===== src/hw/rtl/bsm_pkg.sv =====
// Shared types and constants for the radix-2 Booth signed multiplier.
// No dependencies; compiled first.
`timescale 1ns / 1ps

package bsm_pkg;

   localparam int IN_BITS  = 16;
   localparam int OUT_BITS = 32;

   typedef logic signed [IN_BITS-1:0]  operand_type;
   typedef logic signed [OUT_BITS-1:0] product_type;

   // Booth recoding of {q0, q_1}
   localparam logic [1:0] BOOTH_ADD = 2'b01;
   localparam logic [1:0] BOOTH_SUB = 2'b10;

endpackage


===== src/hw/rtl/bsm_req_if.sv =====
// Request channel: valid/ready handshake carrying the two operands.
// Depends on bsm_pkg.
`timescale 1ns / 1ps

interface bsm_req_if;
   import bsm_pkg::*;

   logic        valid;
   logic        ready;
   operand_type multiplicand;
   operand_type multiplier;

   modport source (output valid, output multiplicand, output multiplier, input ready);
   modport sink   (input valid, input multiplicand, input multiplier, output ready);

endinterface


===== src/hw/rtl/bsm_rsp_if.sv =====
// Response channel: valid/ready handshake carrying the product.
// Depends on bsm_pkg.
`timescale 1ns / 1ps

interface bsm_rsp_if;
   import bsm_pkg::*;

   logic        valid;
   logic        ready;
   product_type product;

   modport source (output valid, output product, input ready);
   modport sink   (input valid, input product, output ready);

endinterface


===== src/hw/rtl/booth_signed_multiplier_top.sv =====
// Pipelined radix-2 Booth signed multiplier, one Booth step per stage.
// Depends on bsm_pkg, bsm_req_if, bsm_rsp_if.
//
// Usage:
//   req_chan takes a request (multiplicand, multiplier) when valid and ready
//   are both high. rsp_chan returns the signed product, one response per
//   request, in request order.
//   Operands: low WIDTH+1 / WIDTH bits of the sign-extended 16-bit fields.
//   The product is 2*WIDTH bits, zero-extended or truncated to 32 bits.
//   Pipeline: WIDTH + 1 register stages; a request taken into stage 0
//   passes through the stages in order to the output stage on rsp_chan.
//   Throughput: one request per cycle while rsp_chan takes responses; each step
//   between stages is one add/subtract of WIDTH+1 bits and a one-bit shift.
//   Reset (synchronous, active high) clears all stage valid bits; the pipe
//   comes up empty with req_chan.ready high.
//   Stall: while the output stage holds a response that rsp_chan does not
//   take, the whole pipe freezes and req_chan.ready is low. Nothing is lost
//   or repeated.
`timescale 1ns / 1ps

module booth_signed_multiplier_top #(
   parameter int WIDTH = 16
) (
   input  logic      clock,
   input  logic      reset,
   bsm_req_if.sink   req_chan,
   bsm_rsp_if.source rsp_chan
);
   import bsm_pkg::*;

   localparam int PROD_BITS = 2 * WIDTH;

   logic             valid_ff [0:WIDTH];
   logic [WIDTH:0]   acc_ff   [0:WIDTH];
   logic [WIDTH:0]   acc_in   [0:WIDTH];
   logic [WIDTH-1:0] q_ff     [0:WIDTH];
   logic [WIDTH-1:0] q_in     [0:WIDTH];
   logic             q1_ff    [0:WIDTH];
   logic             q1_in    [0:WIDTH];
   logic [WIDTH:0]   m_ff     [0:WIDTH];
   logic [WIDTH:0]   m_in     [0:WIDTH];

   logic                 advance;
   logic [WIDTH:0]       mcand_ext;
   logic [WIDTH-1:0]     mplier_op;
   logic [PROD_BITS-1:0] prod_full;

   assign advance       = !valid_ff[WIDTH] || rsp_chan.ready;
   assign req_chan.ready = advance;

   // operand extraction
   if (WIDTH + 1 <= IN_BITS) begin : g_mcand_trunc
      assign mcand_ext = req_chan.multiplicand[WIDTH:0];
   end else begin : g_mcand_sext
      assign mcand_ext = {{(WIDTH + 1 - IN_BITS){req_chan.multiplicand[IN_BITS-1]}},
                          req_chan.multiplicand};
   end

   if (WIDTH <= IN_BITS) begin : g_mplier_trunc
      assign mplier_op = req_chan.multiplier[WIDTH-1:0];
   end else begin : g_mplier_sext
      assign mplier_op = {{(WIDTH - IN_BITS){req_chan.multiplier[IN_BITS-1]}},
                          req_chan.multiplier};
   end

   assign acc_in[0] = '0;
   assign q_in[0]   = mplier_op;
   assign q1_in[0]  = 1'b0;
   assign m_in[0]   = mcand_ext;

   // one Booth step between consecutive stages
   for (genvar s = 0; s < WIDTH; s++) begin : g_step
      logic [WIDTH:0] sum_w;

      always_comb begin
         case ({q_ff[s][0], q1_ff[s]})
            BOOTH_SUB: sum_w = acc_ff[s] - m_ff[s];
            BOOTH_ADD: sum_w = acc_ff[s] + m_ff[s];
            default:   sum_w = acc_ff[s];
         endcase
      end

      assign acc_in[s+1] = {sum_w[WIDTH], sum_w[WIDTH:1]};
      assign q_in[s+1]   = {sum_w[0], q_ff[s][WIDTH-1:1]};
      assign q1_in[s+1]  = q_ff[s][0];
      assign m_in[s+1]   = m_ff[s];
   end

   // stage registers
   for (genvar s = 0; s <= WIDTH; s++) begin : g_stage
      always_ff @(posedge clock) begin
         if (reset) begin
            valid_ff[s] <= 1'b0;
         end else if (advance) begin
            valid_ff[s] <= (s == 0) ? req_chan.valid : valid_ff[(s == 0) ? 0 : s - 1];
         end
      end

      always_ff @(posedge clock) begin
         if (advance) begin
            acc_ff[s] <= acc_in[s];
            q_ff[s]   <= q_in[s];
            q1_ff[s]  <= q1_in[s];
            m_ff[s]   <= m_in[s];
         end
      end
   end

   assign prod_full = {acc_ff[WIDTH][WIDTH-1:0], q_ff[WIDTH]};

   if (PROD_BITS >= OUT_BITS) begin : g_prod_trunc
      assign rsp_chan.product = prod_full[OUT_BITS-1:0];
   end else begin : g_prod_zext
      assign rsp_chan.product = {{(OUT_BITS - PROD_BITS){1'b0}}, prod_full};
   end

   assign rsp_chan.valid = valid_ff[WIDTH];

   // checks
   a_reset_empty: assert property (@(posedge clock)
      reset |=> !valid_ff[0] && !valid_ff[WIDTH])
      else $error("pipeline not empty after reset");

   a_load_clean: assert property (@(posedge clock) disable iff (reset)
      valid_ff[0] |-> (acc_ff[0] == '0) && !q1_ff[0])
      else $error("first stage loaded with nonzero accumulator or extra bit");

   a_mcand_carried: assert property (@(posedge clock) disable iff (reset)
      advance && valid_ff[WIDTH-1] |=> m_ff[WIDTH] == $past(m_ff[WIDTH-1]))
      else $error("multiplicand changed between stages");

   a_stall_only_full: assert property (@(posedge clock) disable iff (reset)
      !req_chan.ready |-> valid_ff[WIDTH] && !rsp_chan.ready)
      else $error("request side stalled without a held response");

endmodule


===== src/flat_wrapper.sv =====
// flat-port wrapper written by rule: the top's interface ports become plain ports
module booth_signed_multiplier_top_flat import bsm_pkg::*;
#(
   parameter int WIDTH = 16
)
  (clock, reset, req_chan_valid, req_chan_multiplicand, req_chan_multiplier, req_chan_ready, rsp_chan_valid, rsp_chan_product, rsp_chan_ready);
  bsm_req_if req_chan_i ();
  bsm_rsp_if rsp_chan_i ();
  input  logic clock;
  input  logic reset;
  input wire logic [$bits(req_chan_i.valid)-1:0] req_chan_valid;
  input wire logic [$bits(req_chan_i.multiplicand)-1:0] req_chan_multiplicand;
  input wire logic [$bits(req_chan_i.multiplier)-1:0] req_chan_multiplier;
  output wire logic [$bits(req_chan_i.ready)-1:0] req_chan_ready;
  output wire logic [$bits(rsp_chan_i.valid)-1:0] rsp_chan_valid;
  output wire logic [$bits(rsp_chan_i.product)-1:0] rsp_chan_product;
  input wire logic [$bits(rsp_chan_i.ready)-1:0] rsp_chan_ready;
  assign req_chan_i.valid = req_chan_valid;
  assign req_chan_i.multiplicand = req_chan_multiplicand;
  assign req_chan_i.multiplier = req_chan_multiplier;
  assign req_chan_ready = req_chan_i.ready;
  assign rsp_chan_valid = rsp_chan_i.valid;
  assign rsp_chan_product = rsp_chan_i.product;
  assign rsp_chan_i.ready = rsp_chan_ready;
  booth_signed_multiplier_top #(.WIDTH(WIDTH)) u_core (.clock(clock), .reset(reset), .req_chan(req_chan_i), .rsp_chan(rsp_chan_i));
endmodule

===== config.mk =====
export PLATFORM = sky130hd
export DESIGN_NAME = booth_signed_multiplier_top_flat
export DESIGN_NICKNAME = d
export VERILOG_FILES = /design/src/hw/rtl/bsm_pkg.sv /design/src/hw/rtl/bsm_req_if.sv /design/src/hw/rtl/bsm_rsp_if.sv /design/src/hw/rtl/booth_signed_multiplier_top.sv /design/src/flat_wrapper.sv
export SDC_FILE = /design/constraint.sdc
export NUM_CORES = 2
export LEC_CHECK = 0
export BUFFER_PORTS_ARGS = -buffer_cell sky130_fd_sc_hd__buf_4
export CORE_MARGIN = 10
export CORE_UTILIZATION = 46
export CTS_CLUSTER_SIZE = 40
export DETAILED_ROUTE_END_ITERATION = 8
export PLACE_DENSITY = 0.72
export SETUP_SLACK_MARGIN = 0.4
export SLEW_MARGIN = 20
export SYNTH_ARGS = -nofsm -noshare
export SYNTH_HDL_FRONTEND = slang
export SYNTH_SLANG_ARGS = --single-unit

===== constraint.sdc =====
create_clock -name clock -period 21.9 [get_ports clock]
set_clock_uncertainty 0.1 [all_clocks]
set_input_delay 2.19 -clock clock [delete_from_list [all_inputs] [get_ports clock]]
set_output_delay 2.19 -clock clock [all_outputs]
set_load 0.05 [all_outputs]

# Word-level counts from Yosys, hierarchy flattened
# Memories as Yosys holds them, arrays and structs flattened.
# Cells that the tools add are included.
[totals]
word_cells = 127
out_inout_bits = 34
ramBits = 884
reg_bits = 0
memories = 5
[classes]
n_bitwise = 17
n_addsub = 32
eq_ne = 32
n_reduce_logical = 2
mux = 39
[memory_table]
columns = ["name", "depth", "word_bits", "rd", "rd_clocked_by_memory_dff", "wr", "line_no", "source"]
rows = [
  ["u_core.acc_ff", 17, 17, 17, 0, 17, "booth_signed_multiplier_top.sv:34", "logic [WIDTH:0] acc_ff [0:WIDTH];"],
  ["u_core.m_ff", 17, 17, 16, 0, 17, "booth_signed_multiplier_top.sv:40", "logic [WIDTH:0] m_ff [0:WIDTH];"],
  ["u_core.q_ff", 17, 16, 17, 0, 17, "booth_signed_multiplier_top.sv:36", "logic [WIDTH-1:0] q_ff [0:WIDTH];"],
  ["u_core.q1_ff", 17, 1, 16, 0, 17, "booth_signed_multiplier_top.sv:38", "logic q1_ff [0:WIDTH];"],
  ["u_core.valid_ff", 17, 1, 17, 0, 17, "booth_signed_multiplier_top.sv:33", "logic valid_ff [0:WIDTH];"],
]
[op_table]
columns = ["operator", "n"]
rows = [
  ["17-bit case mux with 2 select lines", 16],
  ["17-bit adder", 16],
  ["17-bit subtractor", 16],
  ["2-bit by 1-bit equality test with 1-bit output (second input constant)", 16],
  ["2-bit equality test (second input constant)", 16],
  ["1-bit 2-to-1 mux", 23],
  ["1-bit bitwise OR", 17],
  ["1-bit logical NOT", 1],
  ["1-bit logical OR", 1],
]

# Logic depth before layout (Yosys ltp)
# An unclocked memory read counts as a cell.
[depth]
depth_word = 7
ltp_mapped = 16
mapped_depth_nobuf = 16

# Worst setup path after synthesis
# No wires, ideal clock.
[synth_path]
path_type = "input to register"
start = "input rsp_chan_ready"
end = "memory u_core.valid_ff[0] (enable)"
cell_stages = 2
arrival_ns = 24.000
path_slack_ns = -2.566
setup_ns = 0.366
path_cell_list = "nand2b_1 > or2_2"
[synth_rtl]
columns = ["element", "line_no", "source"]
rows = [
  ["start, declared", "flat_wrapper.sv:17", "input wire logic [$bits(rsp_chan_i.ready)-1:0] rsp_chan_ready;"],
  ["end, declared", "booth_signed_multiplier_top.sv:33", ""],
]

# Worst setup path in the final report
[layout_path]
start = "input rsp_chan_ready"
end = "output req_chan_ready"
[layout_via]
elab_chain_cells = 1
[layout_lines]
columns = ["element", "line_no", "source"]
rows = [
  ["1-bit logical OR", "booth_signed_multiplier_top.sv:48", "assign advance = !valid_ff[WIDTH] || rsp_chan.ready;"],
  ["end, declared", "flat_wrapper.sv:14", "output wire logic [$bits(req_chan_i.ready)-1:0] req_chan_ready;"],
]
# Every way passes these cells.

==> metrics <==
pwr/cell area 126 nW/µm²; DRC violations left 0; largest net degree at the start of global routing 154; clock buffer depth 3; Hold Crit Start u_core.q_ff[1][5]$_DFFE_PN_; Die Ht between 300 and 400 µm; Worst VDD drop roughly 0.000061 V; Critical Path Slowest Stage Cell nand2b_4; worst-path maximum fanout 27; via/cell ratio 5.44; Rows between 100 and 150; FF-to-FF End u_core.acc_ff[0][118]$_DFFE_PN_; Total Wirelength 84,800 µm; # IOs 70; net switching fraction of the power 0.342; Root Buffer clkbuf_16; Worst EP required 19.61 ns; synth warn 0; post-synthesis cell count 3,713; Net count, final 4,144; run status complete, no violations; Crit path top cell by count buf_4; CTS Sinks 816; Period Utilization, post-route 0.242; Post-synth EDFFs 816; clock share of power 0.240; postcts setup bufs 0; RR Startpoint u_core.m_ff[0][88]$_DFFE_PN_; TritonCTS Buffers slightly below 90; drt first pass iters 7; HPWL Detailed 60,400 µm; GPL Wtd Cong 0.885; Core ar. 93,700 µm²; Worst setup EP type output port; worst skew pair latency 0.66 ns; global-route usage over all layers 0.154; critical path arrival 3.00 ns; R2R setup slack 17.37 ns; diode count 0; first-pass GRT wire length 139,000 µm; H-tree lvl count 3; final core utilization 0.516; setup tns final 0 ns; ys flop type edfxtp_1; Die W 328 µm; reg2reg path depth 13; Cells on Worst Hold Path 0; Syn Nets between 4,000 and 5,000; RSZ-0062 raised after global routing false; Comb power frac 0.355; fraction of final layout cells with drive strength greater than 1 0.0775; worst slew pin tran between 1 and 1.5 ns; DRT iter0 DRCs 1,854; Initial Util 0.465; vias in the first global route 26,988; register bit count reported by yosys 816; Clk pin slew, worst setup/hold paths 0.06 ns; via count between 20,000 and 30,000; Async SR Flop Fraction 0; CP startpoint kind input port; Max Cap Viol 0; Leak between 0.015 and 0.02 µW; # setup viols final 0; die area 108,000 µm²; worst path cell trace buf_4 -> nand2b_4 -> buf_4; hold_buf cts 0; area grow syn2layout 10.9%; port bufs 69; Post-DRT Antenna Nets 0; highest clock rate 0.189 GHz; Reg power frac 0.405; CP delay by family, top buffers and inverters; Yosys cell types 74; Rel. slew slack 0.297; fin. max-slew vios 0; CTS tree built; crit-path max cell delay ~0.38 ns; Bufs and invs on worst path 2; average cell area after synthesis roughly 12 µm²; kind of critical path input port to output port; P_int roughly 4000 µW; Cell Area, Synth around 44,000 µm²; initial antenna violation count 0; Hold Path Sink u_core.q_ff[1][20]$_DFFE_PN_; Net Sw Power 2080 µW; total grt overflow 0; Post-CTS Resized 0; post-synthesis sequential area ratio 0.562; min Tclk post-route ~5.3 ns; Hold Crit Class flip-flop to flip-flop; Avg WL per Cell 16.5 µm; Hold Violations, Final 0
placed cells by master, fill, tap and decap left out, drive strengths merged, types with 32 or more instances in the layout:
cell	instances
a211oi	50
xor2	282
o21bai	42
xnor2	139
buf	89
a21o	60
nand2	283
a31oi	53
nor2	312
o21ai	292
and2	32
inv	150
a21oi	299
nand3	38
nor4	39
clkinv	46
ha	286
mux2	57
clkbuf	105
nor3	85
edfxtp	816
routing by layer:
metal,vias to the layer above,GRT usage,part of all wire
met3,154,0.0261,0.040
met5,-,0,0
met1,13309,0.206,0.46
li1,13970,-,-
met4,0,0.0491,0.027
met2,527,0.254,0.47
how the worst max path moves through the flow:
stage                                               to  slack [ns]  cells past startpoint           start
after floorplan                         req_chan_ready        7.33                      1  rsp_chan_ready
after CTS                               req_chan_ready       16.55                      3  rsp_chan_ready
after global placement    u_core.q_ff[0][21]$_DFFE_PN_       16.30                      5  rsp_chan_ready
final                                   req_chan_ready       16.61                      3  rsp_chan_ready
after detailed placement  u_core.q_ff[0][21]$_DFFE_PN_       16.21                      5  rsp_chan_ready
after global routing                    req_chan_ready       16.51                      3  rsp_chan_ready
power by group through the flow:
stage	registers (µW)	clock network, µW	logic, µW
final	2460	1460	2160
after global routing	2510	1570	2430
after CTS	2470	1510	2150
after detailed placement	2500	0	2130
after global placement	2490	0	2080
after floorplan	2480	0	1620
worst register-to-register path: stages (launching register included):
cell and delay, ns:
edfxtp_1 0.48, nor4_1 0.45, nor4b_1 0.80, a21oi_1 0.17
xor2_1 0.19, ha_1 0.34, and3_1 0.19, and3_1 0.18
a21oi_1 0.26, a31oi_1 0.25, o41ai_1 0.44, xnor2_1 0.16
nor2_1 0.06, xor2_1 0.18
logic make-up after synthesis:
kind of cell | synth area share
simple gates | 0.105
compound gates | 0.124
flops | 0.562
xor+xnor | 0.0845
fa+ha+maj | 0.0889
buf+inv | 0.0199
mux | 0.0157
sequential cells by signal, indices dropped and copies added (netlist names):
| signal | count |
|---|---|
| u_core.q_ff | 272 |
| u_core.acc_ff | 256 |
| u_core.m_ff | 256 |
| u_core.valid_ff | 17 |
| u_core.q1_ff | 15 |
synthesized netlist by cell type (16+ instances only):
cell | number | area [µm²]
edfxtp_1 | 816 | 24500
nor2_1 | 312 | 1170
a21oi_1 | 296 | 1480
o21ai_0 | 291 | 1460
ha_1 | 286 | 3580
nand2_1 | 283 | 1060
xor2_1 | 282 | 2470
inv_1 | 144 | 541
xnor2_1 | 139 | 1220
clkbuf_1 | 85 | 319
nor3_1 | 84 | 420
a21o_1 | 60 | 450
mux2_2 | 57 | 642
a31oi_1 | 53 | 332
a211oi_1 | 49 | 368
o21bai_1 | 42 | 315
nor4_1 | 39 | 244
nand3_1 | 38 | 190
and2_1 | 32 | 200
o21a_1 | 30 | 225
nor3b_1 | 27 | 203
nor2b_1 | 26 | 163
nand2b_1 | 23 | 144
o31ai_1 | 20 | 150
or4_1 | 16 | 120
layout make-up:
cell class / count / area (µm²)
fill: 8083 / 45400
sequential: 816 / 24500
multi-input combinational: 2667 / 18300
clock buffer: 105 / 2310
tap: 1254 / 1570
timing repair buffer: 89 / 681
inverter: 144 / 541
clock inverter: 61 / 522
metrics by stage:
stage	setup slack [ns]	instance area [µm²]	power, µW	std cells	hold WS [ns]
after floorplan	7.33	43600	4100	3713	0.300
after global placement	16.30	45600	4570	4970	0.300
after detailed placement	16.21	45600	4620	4970	0.305
after CTS	16.55	48400	6120	5136	0.301
after global routing	16.51	48400	6510	5136	0.314
final	16.61	48400	6080	5136	0.295
No activity file was read; power rests on OpenSTA's default activity.
